$ cat config.mk
export PLATFORM = sky130hd
export DESIGN_NAME = ascii_command_line_interpreter
export DESIGN_NICKNAME = d
export VERILOG_FILES = /design/src/hw/rtl/acli_pkg.sv /design/src/hw/rtl/acli_line.sv /design/src/hw/rtl/acli_exec.sv /design/src/hw/rtl/acli_tx.sv /design/src/hw/rtl/ascii_command_line_interpreter.sv
export SDC_FILE = /design/constraint.sdc
export NUM_CORES = 1
export LEC_CHECK = 0
export BUFFER_PORTS_ARGS = -buffer_cell sky130_fd_sc_hd__buf_2
export CAP_MARGIN = 20
export CORE_MARGIN = 4
export CORE_UTILIZATION = 65
export DETAILED_ROUTE_END_ITERATION = 10
export PLACE_DENSITY = 0.82
export SLEW_MARGIN = 20
export SYNTH_ARGS = -nofsm -noshare
export SYNTH_HDL_FRONTEND = slang
export SYNTH_SLANG_ARGS = --single-unit
$ cat constraint.sdc
create_clock -name i_clk -period 18.6 [get_ports i_clk]
set_input_delay 2.79 -clock i_clk [delete_from_list [all_inputs] [get_ports i_clk]]
set_output_delay 2.79 -clock i_clk [all_outputs]
set_load 0.02 [all_outputs]
$ cat src/hw/rtl/acli_pkg.sv
// Shared types, character codes and digit helpers of the command line interpreter.
package acli_pkg;

    // Default depth of the line store.
    localparam int LINE_BYTES_DEF = 16;

    // Only the first positions of a line take part in a command.
    localparam int CMD_SPAN = 10;

    // Longest reply and the width of a beat count.
    localparam int REPLY_MAX = 10;
    localparam int LEN_W     = 4;

    // Reply lengths in beats.
    localparam logic [LEN_W-1:0] LEN_SPEED = LEN_W'(6);
    localparam logic [LEN_W-1:0] LEN_FLAGS = LEN_W'(7);
    localparam logic [LEN_W-1:0] LEN_TIME  = LEN_W'(10);
    localparam logic [LEN_W-1:0] LEN_ONE   = LEN_W'(1);

    // Character codes.
    localparam logic [7:0] CH_NL   = 8'h0A;
    localparam logic [7:0] CH_CR   = 8'h0D;
    localparam logic [7:0] CH_ZERO = 8'h30;
    localparam logic [7:0] CH_ONE  = 8'h31;
    localparam logic [7:0] CH_NINE = 8'h39;
    localparam logic [7:0] CH_D    = 8'h44;
    localparam logic [7:0] CH_F    = 8'h46;
    localparam logic [7:0] CH_G    = 8'h47;
    localparam logic [7:0] CH_P    = 8'h50;
    localparam logic [7:0] CH_S    = 8'h53;
    localparam logic [7:0] CH_T    = 8'h54;
    localparam logic [7:0] CH_W    = 8'h57;

    // Commands found at the start of a finished line.
    typedef enum logic [3:0] {
        CMD_NONE,
        CMD_SET_SPEED,
        CMD_SET_FLAGS,
        CMD_SET_CLOCK,
        CMD_SET_WAKE,
        CMD_SET_SLEEP,
        CMD_GET_SPEED,
        CMD_GET_FLAGS,
        CMD_GET_CLOCK,
        CMD_GET_WAKE,
        CMD_GET_SLEEP
    } t_cmd;

    // Decoded line, handed from the line buffer to the executer.
    typedef struct packed {
        t_cmd        cmd;
        logic [7:0]  speed;
        logic        flag_sleep;
        logic        flag_wake;
        logic [24:0] tval;
    } t_cmd_info;

    // Everything the output stage needs for one input byte.
    typedef struct packed {
        logic [REPLY_MAX-1:0][7:0] data;
        logic [LEN_W-1:0]          len;
        logic                      reply;
        logic [7:0]                speed;
        logic                      sleep;
        logic                      wake;
    } t_result;

    // Two ASCII decimal digits of (v / 10) % 10 and v % 10, for v below 128.
    function automatic logic [15:0] f_dec2(input logic [6:0] v);
        logic [14:0] prod;
        logic [3:0]  tens;
        logic [6:0]  ones;
        prod = 15'(v) * 15'd205;
        tens = prod[14:11];
        ones = v - 7'(tens) * 7'd10;
        if (tens >= 4'd10) begin
            tens = tens - 4'd10;
        end
        return {CH_ZERO | {4'd0, tens}, CH_ZERO | {4'd0, ones[3:0]}};
    endfunction

    // One ASCII digit of v % 10.
    function automatic logic [7:0] f_dec1(input logic [3:0] v);
        logic [3:0] d;
        d = (v >= 4'd10) ? v - 4'd10 : v;
        return CH_ZERO | {4'd0, d};
    endfunction

endpackage

$ cat src/hw/rtl/acli_line.sv
// Line store with its fill count and the decoder of the command at the line start.
module acli_line #(
    parameter int LINE_BYTES = acli_pkg::LINE_BYTES_DEF
) (
    input  logic                 i_clk,
    input  logic                 i_rst_n,
    input  logic                 i_step,
    input  logic [7:0]           i_byte,
    output acli_pkg::t_cmd_info  o_info
);
    import acli_pkg::*;

    localparam int LW = $clog2(LINE_BYTES + 1);
    localparam int IW = $clog2(LINE_BYTES);

    logic [7:0]    r_line [LINE_BYTES];
    logic [LW-1:0] r_len;

    logic                         is_nl;
    logic                         has_room;
    logic [7:0]                   ch   [CMD_SPAN];
    logic [CMD_SPAN-1:0]          dig;
    logic [CMD_SPAN-1:0][3:0]     num;
    logic [9:0]                   speed_sum;
    logic [6:0]                   hour;
    logic [6:0]                   minute;
    logic [6:0]                   second;
    logic                         flags_ok;
    logic                         digits3;
    logic                         digits7;

    assign is_nl    = (i_byte == CH_NL);
    assign has_room = (r_len < LW'(LINE_BYTES));

    // Fill count: a newline empties the line, extra bytes past the end are dropped.
    always_ff @(posedge i_clk) begin
        if (!i_rst_n) begin
            r_len <= '0;
        end else if (i_step) begin
            if (is_nl) begin
                r_len <= '0;
            end else if (has_room) begin
                r_len <= r_len + 1'b1;
            end
        end
    end

    // Byte storage; entries at or past the fill count are never read as data.
    always_ff @(posedge i_clk) begin
        if (i_step && !is_nl && has_room) begin
            r_line[r_len[IW-1:0]] <= i_byte;
        end
    end

    // Positions at or past the fill count read as zero.
    always_comb begin
        for (int p = 0; p < CMD_SPAN; p++) begin
            ch[p]  = (LW'(p) < r_len) ? r_line[p] : 8'd0;
            dig[p] = (ch[p] >= CH_ZERO) && (ch[p] <= CH_NINE);
            num[p] = ch[p][3:0];
        end
    end

    assign digits3   = &dig[4:2];
    assign digits7   = &dig[8:2];
    assign flags_ok  = (ch[2] == CH_P) && (ch[3] == CH_ZERO || ch[3] == CH_ONE) &&
                       (ch[4] == CH_W) && (ch[5] == CH_ZERO || ch[5] == CH_ONE);
    assign speed_sum = 10'(num[2]) * 10'd100 + 10'(num[3]) * 10'd10 + 10'(num[4]);
    assign hour      = 7'(num[2]) * 7'd10 + 7'(num[3]);
    assign minute    = 7'(num[4]) * 7'd10 + 7'(num[5]);
    assign second    = 7'(num[6]) * 7'd10 + 7'(num[7]);

    // Command decode on a newline.
    always_comb begin
        o_info            = '0;
        o_info.cmd        = CMD_NONE;
        o_info.speed      = speed_sum[7:0];
        o_info.flag_sleep = ch[3][0];
        o_info.flag_wake  = ch[5][0];
        o_info.tval       = {hour, minute, second, num[8]};
        if (is_nl && ch[0] == CH_S) begin
            unique case (ch[1])
                CH_D: o_info.cmd = digits3  ? CMD_SET_SPEED : CMD_NONE;
                CH_F: o_info.cmd = flags_ok ? CMD_SET_FLAGS : CMD_NONE;
                CH_T: o_info.cmd = digits7  ? CMD_SET_CLOCK : CMD_NONE;
                CH_W: o_info.cmd = digits7  ? CMD_SET_WAKE  : CMD_NONE;
                CH_P: o_info.cmd = digits7  ? CMD_SET_SLEEP : CMD_NONE;
                default: o_info.cmd = CMD_NONE;
            endcase
        end else if (is_nl && ch[0] == CH_G) begin
            unique case (ch[1])
                CH_D: o_info.cmd = CMD_GET_SPEED;
                CH_F: o_info.cmd = CMD_GET_FLAGS;
                CH_T: o_info.cmd = CMD_GET_CLOCK;
                CH_W: o_info.cmd = CMD_GET_WAKE;
                CH_P: o_info.cmd = CMD_GET_SLEEP;
                default: o_info.cmd = CMD_NONE;
            endcase
        end
    end

    // The fill count never passes the store depth.
    a_len_bound: assert property (@(posedge i_clk) disable iff (!i_rst_n)
        r_len <= LW'(LINE_BYTES))
        else $error("line fill count beyond store depth");

endmodule

$ cat src/hw/rtl/acli_exec.sv
// Settings and time registers, command execution and reply formatting.
module acli_exec (
    input  logic                i_clk,
    input  logic                i_rst_n,
    input  logic                i_step,
    input  acli_pkg::t_cmd_info i_info,
    output acli_pkg::t_result   o_result
);
    import acli_pkg::*;

    logic [24:0] r_clock;
    logic [24:0] r_wake_time;
    logic [24:0] r_sleep_time;
    logic [7:0]  r_speed;
    logic        r_sleep;
    logic        r_wake;

    logic [24:0] n_clock;
    logic [24:0] n_wake_time;
    logic [24:0] n_sleep_time;
    logic [7:0]  n_speed;
    logic        n_sleep;
    logic        n_wake;

    logic [REPLY_MAX-1:0][7:0] data;
    logic [LEN_W-1:0]          len;
    logic [6:0]                speed_rem;
    logic [7:0]                speed_hund;
    logic [15:0]               speed_dec;

    // Reply text for a time value: letter, hhmmss, weekday, newline, return.
    function automatic logic [REPLY_MAX-1:0][7:0] f_time_reply(
        input logic [7:0]  letter,
        input logic [24:0] t
    );
        logic [REPLY_MAX-1:0][7:0] d;
        logic [15:0]               hh;
        logic [15:0]               mm;
        logic [15:0]               ss;
        hh   = f_dec2(t[24:18]);
        mm   = f_dec2(t[17:11]);
        ss   = f_dec2(t[10:4]);
        d    = '0;
        d[0] = letter;
        d[1] = hh[15:8];
        d[2] = hh[7:0];
        d[3] = mm[15:8];
        d[4] = mm[7:0];
        d[5] = ss[15:8];
        d[6] = ss[7:0];
        d[7] = f_dec1(t[3:0]);
        d[8] = CH_NL;
        d[9] = CH_CR;
        return d;
    endfunction

    // Next values of the held settings.
    always_comb begin
        n_clock      = r_clock;
        n_wake_time  = r_wake_time;
        n_sleep_time = r_sleep_time;
        n_speed      = r_speed;
        n_sleep      = r_sleep;
        n_wake       = r_wake;
        if (i_step) begin
            unique case (i_info.cmd)
                CMD_SET_SPEED: n_speed = i_info.speed;
                CMD_SET_FLAGS: begin
                    n_sleep = i_info.flag_sleep;
                    n_wake  = i_info.flag_wake;
                end
                CMD_SET_CLOCK: n_clock = i_info.tval;
                CMD_SET_WAKE: begin
                    n_wake_time = i_info.tval;
                    n_wake      = 1'b1;
                end
                CMD_SET_SLEEP: begin
                    n_sleep_time = i_info.tval;
                    n_sleep      = 1'b1;
                end
                default: begin
                end
            endcase
        end
    end

    always_ff @(posedge i_clk) begin
        if (!i_rst_n) begin
            r_clock      <= '0;
            r_wake_time  <= '0;
            r_sleep_time <= '0;
            r_speed      <= '0;
            r_sleep      <= 1'b0;
            r_wake       <= 1'b0;
        end else begin
            r_clock      <= n_clock;
            r_wake_time  <= n_wake_time;
            r_sleep_time <= n_sleep_time;
            r_speed      <= n_speed;
            r_sleep      <= n_sleep;
            r_wake       <= n_wake;
        end
    end

    // Speed split into hundreds by compare and subtract, then two digits.
    always_comb begin
        if (r_speed >= 8'd200) begin
            speed_hund = CH_ZERO + 8'd2;
            speed_rem  = 7'(r_speed - 8'd200);
        end else if (r_speed >= 8'd100) begin
            speed_hund = CH_ONE;
            speed_rem  = 7'(r_speed - 8'd100);
        end else begin
            speed_hund = CH_ZERO;
            speed_rem  = r_speed[6:0];
        end
    end

    assign speed_dec = f_dec2(speed_rem);

    // Reply bytes for get commands.
    always_comb begin
        data = '0;
        len  = '0;
        unique case (i_info.cmd)
            CMD_GET_SPEED: begin
                data[0] = CH_D;
                data[1] = speed_hund;
                data[2] = speed_dec[15:8];
                data[3] = speed_dec[7:0];
                data[4] = CH_NL;
                data[5] = CH_CR;
                len     = LEN_SPEED;
            end
            CMD_GET_FLAGS: begin
                data[0] = CH_F;
                data[1] = CH_P;
                data[2] = CH_ZERO | {7'd0, r_sleep};
                data[3] = CH_W;
                data[4] = CH_ZERO | {7'd0, r_wake};
                data[5] = CH_NL;
                data[6] = CH_CR;
                len     = LEN_FLAGS;
            end
            CMD_GET_CLOCK: begin
                data = f_time_reply(CH_T, r_clock);
                len  = LEN_TIME;
            end
            CMD_GET_WAKE: begin
                data = f_time_reply(CH_W, r_wake_time);
                len  = LEN_TIME;
            end
            CMD_GET_SLEEP: begin
                data = f_time_reply(CH_P, r_sleep_time);
                len  = LEN_TIME;
            end
            default: begin
            end
        endcase
    end

    // A byte without reply still gives one beat; status shows values after the byte.
    always_comb begin
        o_result.data  = data;
        o_result.reply = (len != '0);
        o_result.len   = (len != '0) ? len : LEN_ONE;
        o_result.speed = n_speed;
        o_result.sleep = n_sleep;
        o_result.wake  = n_wake;
    end

endmodule

$ cat src/hw/rtl/acli_tx.sv
// Output register that sends a result one beat at a time from a shift register.
module acli_tx (
    input  logic              i_clk,
    input  logic              i_rst_n,
    input  logic              i_load,
    input  acli_pkg::t_result i_result,
    output logic              o_can_load,
    output logic              o_out_valid,
    input  logic              i_out_ready,
    output logic [7:0]        o_tx_byte,
    output logic              o_reply_valid,
    output logic              o_last,
    output logic [7:0]        o_speed_setpoint,
    output logic              o_sleep_enable,
    output logic              o_wake_enable
);
    import acli_pkg::*;

    logic                      r_valid;
    logic [LEN_W-1:0]          r_left;
    logic [REPLY_MAX-1:0][7:0] r_buf;
    logic                      r_reply;
    logic [7:0]                r_speed;
    logic                      r_sleep;
    logic                      r_wake;

    logic beat;
    logic is_last;

    assign is_last    = (r_left == LEN_ONE);
    assign beat       = r_valid && i_out_ready;
    assign o_can_load = !r_valid || (beat && is_last);

    // Beat count and valid.
    always_ff @(posedge i_clk) begin
        if (!i_rst_n) begin
            r_valid <= 1'b0;
            r_left  <= '0;
        end else if (i_load) begin
            r_valid <= 1'b1;
            r_left  <= i_result.len;
        end else if (beat) begin
            r_valid <= !is_last;
            r_left  <= r_left - 1'b1;
        end
    end

    // Payload: load a whole result, shift one byte out per beat.
    always_ff @(posedge i_clk) begin
        if (i_load) begin
            r_buf   <= i_result.data;
            r_reply <= i_result.reply;
            r_speed <= i_result.speed;
            r_sleep <= i_result.sleep;
            r_wake  <= i_result.wake;
        end else if (beat) begin
            r_buf <= {8'd0, r_buf[REPLY_MAX-1:1]};
        end
    end

    assign o_out_valid      = r_valid;
    assign o_tx_byte        = r_buf[0];
    assign o_reply_valid    = r_reply;
    assign o_last           = is_last;
    assign o_speed_setpoint = r_speed;
    assign o_sleep_enable   = r_sleep;
    assign o_wake_enable    = r_wake;

    // A held result always has between one and the longest reply beats left.
    a_left_range: assert property (@(posedge i_clk) disable iff (!i_rst_n)
        r_valid |-> (r_left != '0 && r_left <= LEN_W'(REPLY_MAX)))
        else $error("beat count out of range");

    // A beat that is not the last keeps the same result in the register.
    a_keep_after_beat: assert property (@(posedge i_clk) disable iff (!i_rst_n)
        (beat && !is_last) |=> (r_valid && $stable(r_reply) && $stable(r_speed)))
        else $error("result dropped before its last beat");

    // A result without reply text is a single beat.
    a_no_reply_single: assert property (@(posedge i_clk) disable iff (!i_rst_n)
        (r_valid && !r_reply) |-> (is_last && r_buf[0] == 8'd0))
        else $error("non-reply result longer than one beat");

endmodule

$ cat src/hw/rtl/ascii_command_line_interpreter.sv
// Top level of the ASCII command line interpreter.
// A byte accepted into the input register is loaded into the output register once that
// register can take a result; throughput is one byte per cycle while each byte gives a
// single beat and the output is ready. A get command's newline holds the output shift
// register for 6, 7 or 10 beats, one reply byte per beat.
// Reset is synchronous, active low: line fill count, times, speed and flags clear to zero.
module ascii_command_line_interpreter #(
    parameter int LINE_BYTES = acli_pkg::LINE_BYTES_DEF
) (
    input  logic       i_clk,
    input  logic       i_rst_n,
    input  logic       i_rx_valid,
    output logic       o_rx_ready,
    input  logic [7:0] i_rx_byte,
    output logic       o_out_valid,
    input  logic       i_out_ready,
    output logic [7:0] o_tx_byte,
    output logic       o_reply_valid,
    output logic       o_last,
    output logic [7:0] o_speed_setpoint,
    output logic       o_sleep_enable,
    output logic       o_wake_enable
);
    import acli_pkg::*;

    logic       r_in_valid;
    logic [7:0] r_in_byte;

    logic      can_load;
    logic      step;
    t_cmd_info info;
    t_result   result;

    assign step       = r_in_valid && can_load;
    assign o_rx_ready = !r_in_valid || can_load;

    // Input register.
    always_ff @(posedge i_clk) begin
        if (!i_rst_n) begin
            r_in_valid <= 1'b0;
        end else if (o_rx_ready) begin
            r_in_valid <= i_rx_valid;
        end
    end

    always_ff @(posedge i_clk) begin
        if (i_rx_valid && o_rx_ready) begin
            r_in_byte <= i_rx_byte;
        end
    end

    acli_line #(
        .LINE_BYTES(LINE_BYTES)
    ) u_line (
        .i_clk  (i_clk),
        .i_rst_n(i_rst_n),
        .i_step (step),
        .i_byte (r_in_byte),
        .o_info (info)
    );

    acli_exec u_exec (
        .i_clk   (i_clk),
        .i_rst_n (i_rst_n),
        .i_step  (step),
        .i_info  (info),
        .o_result(result)
    );

    acli_tx u_tx (
        .i_clk           (i_clk),
        .i_rst_n         (i_rst_n),
        .i_load          (step),
        .i_result        (result),
        .o_can_load      (can_load),
        .o_out_valid     (o_out_valid),
        .i_out_ready     (i_out_ready),
        .o_tx_byte       (o_tx_byte),
        .o_reply_valid   (o_reply_valid),
        .o_last          (o_last),
        .o_speed_setpoint(o_speed_setpoint),
        .o_sleep_enable  (o_sleep_enable),
        .o_wake_enable   (o_wake_enable)
    );

endmodule
==> results of run 1 <==
==> sequential cells by signal, indices dropped and copies added (netlist names) <==
signal	cells
r_in_byte	8
r_in_valid	1
u_exec.r_clock	25
u_exec.r_sleep	1
u_exec.r_sleep_time	25
u_exec.r_speed	8
u_exec.r_wake	1
u_exec.r_wake_time	25
u_line.r_len	5
u_line.r_line	72
u_tx.o_out_valid	1
u_tx.o_reply_valid	1
u_tx.o_sleep_enable	1
u_tx.o_speed_setpoint	8
u_tx.o_tx_byte	7
u_tx.o_wake_enable	1
u_tx.r_buf	42
u_tx.r_left	4
==> cell type report <==
| class | count | area (µm²) |
|---|---|---|
| Multi-Input combinational cell | 1669 | 14300 |
| Fill cell | 2364 | 9560 |
| Sequential cell | 236 | 6130 |
| Inverter | 271 | 1020 |
| Clock buffer | 30 | 697 |
| Tap cell | 442 | 553 |
| Clock inverter | 19 | 251 |
| Timing Repair Buffer | 43 | 243 |
==> stage by stage <==
step                      hold WS [ns]  std cells  power, mW  util (%)
final                            0.464       2710       1.19      70.8
after global routing             0.520       2710       1.23      70.8
after CTS                        0.462       2710       1.19      70.8
after detailed placement         0.453       2661      0.632      67.9
after global placement           0.439       2661      0.631      67.9
after floorplan                  0.432       2250      0.618         -
==> synth_stat cells (6+ instances only) <==
| cell type | n | area (µm²) |
|---|---|---|
| a21o_1 | 28 | 210 |
| a22oi_1 | 8 | 60.1 |
| dfxtp_1 | 96 | 1920 |
| nor2_1 | 152 | 571 |
| a311oi_1 | 15 | 131 |
| xor2_1 | 39 | 342 |
| o2111ai_1 | 6 | 52.6 |
| a221oi_1 | 8 | 70.1 |
| fa_1 | 100 | 2000 |
| ha_1 | 408 | 5100 |
| buf_2 | 12 | 60.1 |
| a41o_1 | 9 | 90.1 |
| a211oi_1 | 21 | 158 |
| a2111oi_0 | 7 | 61.3 |
| nand2_1 | 190 | 713 |
| and3_1 | 11 | 68.8 |
| or2_2 | 16 | 100 |
| buf_4 | 10 | 75.1 |
| edfxtp_1 | 140 | 4200 |
| clkbuf_1 | 44 | 165 |
| inv_1 | 269 | 1010 |
| and2_1 | 43 | 269 |
| nand4_1 | 19 | 119 |
| nor3_1 | 43 | 215 |
| nor4_1 | 10 | 62.6 |
| a21oi_1 | 114 | 571 |
| mux2_2 | 7 | 78.8 |
| o21ai_0 | 80 | 400 |
| nand2b_1 | 8 | 50.1 |
| o211ai_1 | 9 | 67.6 |
| xnor2_1 | 81 | 709 |
| or4_1 | 6 | 45.0 |
| mux2i_1 | 59 | 591 |
| nand3_1 | 33 | 165 |
| nor2b_1 | 10 | 62.6 |
==> tightest hold or removal path, stage by stage (launching register included) <==
cell	delay, ns
dfxtp_1	0.31
nand2_1	0.05
a21oi_1	0.05
==> worst max-delay path by stage <==
stage | slack, ns | to | cells after the start | from
finish | 11.08 | u_tx.r_buf[26] | 28 | u_exec.r_speed[3]
global route | 10.70 | u_tx.r_buf[26] | 29 | u_exec.r_speed[3]
CTS | 11.15 | u_tx.r_buf[26] | 28 | u_exec.r_speed[3]
detailed placement | 11.26 | u_tx.r_buf[26] | 28 | u_exec.r_speed[3]
global placement | 11.47 | u_tx.r_buf[27] | 30 | u_exec.r_speed[3]
floorplan | 12.07 | u_tx.r_buf[27] | 30 | u_exec.r_speed[3]
==> per-layer routing <==
metal,GRT usage (%),share of wire [%]
met5,0,0
met4,8.98,3.5
met3,4.22,7.7
met2,49.6,48
met1,37.3,41
==> cells by family (layout without fill, tap and decap cells) <==
| kind of cell | after synthesis | in the layout | synth area share, % |
|---|---|---|---|
| AND/OR/NAND/NOR | 577 | 577 | 12.8 |
| adder cells (fa/ha/maj) | 511 | 511 | 32.7 |
| AO/OA/AOI/OAI | 394 | 394 | 12.3 |
| buffers and inverters | 345 | 363 | 6.28 |
| flip-flops | 236 | 236 | 28.1 |
| XOR/XNOR | 120 | 120 | 4.82 |
| multiplexers | 66 | 66 | 3.07 |
| other | 1 | 1 | 0.0172 |
==> power by group through the flow <==
stage / Clock, mW / Sequential, mW / Combinational [mW]
after floorplan: 0 / 0.589 / 0.0294
after global placement: 0 / 0.590 / 0.0406
after detailed placement: 0 / 0.591 / 0.0415
after CTS: 0.572 / 0.580 / 0.0419
after global routing: 0.598 / 0.581 / 0.0463
final: 0.571 / 0.580 / 0.0426
==> results.txt, run 1 <==
switching power share of the total: 22.4%
vias: 16700
Syn Std Cell Area: 21800 µm²
Reg power frac: 48.6%
Critical Path Start Type: flop
PortBufs: 32
htree depth: 1
most frequent cells in the layout: ha_1, inv_1, nand2_1
initial antenna violation count: 0
R2R Setup Slk: 11.08 ns
fmax: 0.133 GHz
Worst slew margin: 23.6%
DIE AREA: 36600 µm²
RSZ-0062 raised after global routing: false
Hold Fails Final Rpt: 0
CP most frequent cell: inv_1
Distinct cells, synth: 91
status: complete, no violations
CTS tree: built
Max stage delay on crit path: 0.58 ns
CTS resizes: 0
Final setup viols: 0
Clk network pwr share: 47.8%
Final Worst Setup Slack: 11.08 ns
Mapped Nets: 2770
placer congestion estimate: 0.919
TritonCTS Sinks: 236
Area growth syn-to-layout: 6.48%
# DRC: 0
DRT Wirelength: 51900 µm
starting density of the core: 66.5%
slew of the pin with the lowest slew margin: 1.14 ns
cts bufs inserted: 27
Worst VDD drop: 0.0816 mV
Hold WC Path Type: reg -> reg
syn_area_per_cell: 9.70 µm²
postcts setup bufs: 0
Die X-Extent: 191 µm
worst slack, placed: 11.26 ns
Tcrit/Tclk final: 40.4%
min Tclk post-route: 7.52 ns
Max Cap Viol: 0
LEAKAGE: 11.8 nW
synthesized instance count: 2250
first-pass GRT wire length: 85300 µm
fraction of layout cells with a size suffix above 1: 6.04%
CTS max path bufs: 3
Post-DRT Antenna Nets: 0
num rows: 66
Arr. time, crit path: 7.79 ns
Fin Clk Skew: 0.0123 ns
Seq cells post-synth: 236
dpl hpwl: 40400 µm
Pins Over Slew Limit: 0
WL per Instance: 19.2 µm
vias in the first global route: 16900
Clock Root Buffer: clkbuf_16
Comb power frac: 3.6%
Async S/R FF share, synth: 0%
Setup crit end kind: flop
worst r2r dst: u_tx.r_buf[26]
register area share after synthesis: 28.1%
cts hold-fix bufs: 0
Psw: 267 µW
worst r2r src: u_exec.r_speed[3]
commonest non-fill, non-tap cell in the layout: ha_1
core box area: 32800 µm²
total negative setup slack: 0 ns
Pre-Repair DR Iteration Count: 8
synth warn: 0
Vias per Instance: 6.14
Top delay family on crit path: compound AO/OA/AOI/OAI gates
Die Y-Extent: 191 µm
clk slew on worst S/H paths: 0.06 ns
global route total overflow: 0
Power Internal: 926 µW
NumNets Final: 2768
worst-path maximum fanout: 7
First DRT Iteration DRCs: 1559
Buf/Inv on CP: 5
Cell Area, Placed: 22300 µm²
number of flops mapped to enable cells by yosys: 140
Design Area, Final: 23200 µm²
hold path endpoint: u_exec.r_wake_time[0]
slowest stage cell, crit path: a2111oi_0
power density over cell area: 51.4 nW/µm²
Tot GR Track Use: 28.7%
Worst Min Path Start: u_exec.r_wake_time[0]
# diodes: 0
Post-synth top flop: edfxtp_1
r2r worst-path depth: 28
Ports: 34
CP Data Required Time: 18.87 ns
Setup CP Type: reg -> reg
largest net degree at the start of global routing: 59
worst hold stages: 2
clock network latency to the later pin of the worst-skew pair: 0.55 ns
No activity file was read; power rests on OpenSTA's default activity.
==> inputs of run 2 (changes only) <==
==> constraint.sdc (replaced) <==
create_clock -name i_clk -period 7.8 [get_ports i_clk]
set_input_delay 1.17 -clock i_clk [delete_from_list [all_inputs] [get_ports i_clk]]
set_output_delay 1.17 -clock i_clk [all_outputs]
set_load 0.02 [all_outputs]
==> run 2 against run 1 <==
Compared with the run above: clock skew up 0.026 ns; cell area decreased by 0.37%; sequential share of layout area increased by 0.098 points; critical path type unchanged; critical endpoint unchanged; largest power group unchanged; highest routed layer unchanged.
==> results.txt, run 2 (synthesized netlist as in run 1, its figures left out) <==
Arr. time, crit path: 7.70 ns
CTS tree: built
Pins Over Slew Limit: 0
slowest stage cell, crit path: a2111oi_0
Critical Path Start Type: flop
Die Y-Extent: 191 µm
largest net degree at the start of global routing: 84
TritonCTS Sinks: 236
dpl hpwl: 40900 µm
met1 wire length: 21700 µm
Final Worst Setup Slack: 0.353 ns
LEAKAGE: 11.7 nW
min Tclk post-route: 7.45 ns
Hold Fails Final Rpt: 0
CTS max path bufs: 3
PortBufs: 32
metal2 WL: 24800 µm
Setup crit end kind: flop
Area growth syn-to-layout: 6.08%
Tot GR Track Use: 28.7%
NumNets Final: 2767
met3 WL: 3670 µm
# diodes: 0
status: complete, no violations
CP Data Required Time: 8.06 ns
total power: 2.73 mW
most frequent cells in the layout: ha_1, inv_1, nand2_1
total negative setup slack: 0 ns
vias: 16700
num rows: 66
CTS resizes: 0
first-pass GRT wire length: 84900 µm
Buf/Inv on CP: 5
# DRC: 0
Setup CP Type: reg -> reg
Post-DRT Antenna Nets: 0
DIE AREA: 36600 µm²
worst slack, placed: 0.427 ns
Cell Area, Placed: 22300 µm²
stages on the worst setup path: 28
worst hold stages: 2
fmax: 0.134 GHz
First DRT Iteration DRCs: 1580
Vias per Instance: 6.17
fraction of layout cells with a size suffix above 1: 5.91%
vias in the first global route: 16800
slew of the pin with the lowest slew margin: 1.18 ns
Clock Root Buffer: clkbuf_16
postcts setup bufs: 0
clock network latency to the later pin of the worst-skew pair: 0.56 ns
Die X-Extent: 191 µm
Pre-Repair DR Iteration Count: 6
WL per Instance: 19.2 µm
Design Area, Final: 23100 µm²
cts hold-fix bufs: 0
global route total overflow: 0
Worst slew margin: 20.3%
Final setup viols: 0
Worst VDD drop: 0.221 mV
Tcrit/Tclk final: 95.5%
CP most frequent cell: inv_1
max reg flops: 72
Hold WC Path Type: reg -> reg
Max stage delay on crit path: 0.55 ns
Top delay family on crit path: compound AO/OA/AOI/OAI gates
fin util: 70.6%
starting density of the core: 66.5%
Fin Clk Skew: 0.0379 ns
initial antenna violation count: 0
Max Used Layer: met4
placer congestion estimate: 0.961
commonest non-fill, non-tap cell in the layout: ha_1
RSZ-0062 raised after global routing: false
Max Cap Viol: 0
power density over cell area: 118 nW/µm²
htree depth: 1
core box area: 32800 µm²
Ports: 34
worst-path maximum fanout: 7
clk slew on worst S/H paths: 0.07 ns
DRT Wirelength: 52100 µm
cts bufs inserted: 26
r2r worst-path depth: 28
[run 2: layout make-up]
type	instances	area (µm²)
multi-input cells	1669	14300
fillers	2408	9640
flip-flops and latches	236	6130
inverters	271	1020
clock buffers	30	666
well taps	442	553
repair buffers	43	243
clock inverters	18	199
[run 2: power by group]
part	leakage (nW)	switching [mW]	internal [mW]
logic	9.25	0.0712	0.0301
clock network	0.415	0.529	0.720
registers	2.08	0.0212	1.36
[run 2: stage by stage]
| stage | instances | hold slack [ns] |
|---|---|---|
| final | 2709 | 0.466 |
| after global placement | 2661 | 0.439 |
| after CTS | 2709 | 0.462 |
| after detailed placement | 2661 | 0.455 |
| after global routing | 2709 | 0.502 |
| after floorplan | 2250 | 0.432 |
[run 2: final timing paths]
kind / start / end / slack [ns]
hold reg to reg: u_exec.r_wake_time[0] / u_exec.r_wake_time[0] / 0.47
setup reg to reg: u_exec.r_speed[3] / u_tx.r_buf[26] / 0.35
setup / recovery: u_exec.r_speed[3] / u_tx.r_buf[26] / 0.35
hold / removal: u_exec.r_wake_time[0] / u_exec.r_wake_time[0] / 0.47
[run 2: worst reg2reg max path: cells and delay by family, from the launching register on]
| family | cells | cell delay (ns) |
|---|---|---|
| buffers and inverters | 5 | 0.37 |
| XOR/XNOR | 1 | 0.37 |
| flip-flops | 1 | 0.37 |
| AND/OR/NAND/NOR | 4 | 0.87 |
| adder cells (fa/ha/maj) | 7 | 2.32 |
| AO/OA/AOI/OAI | 11 | 2.87 |
[run 2: per-layer routing]
metal	vias up	GRT usage (%)
met1	8007	37.5
met5	-	0
met3	141	4.31
li1	7943	-
met4	0	9.50
met2	616	49.3
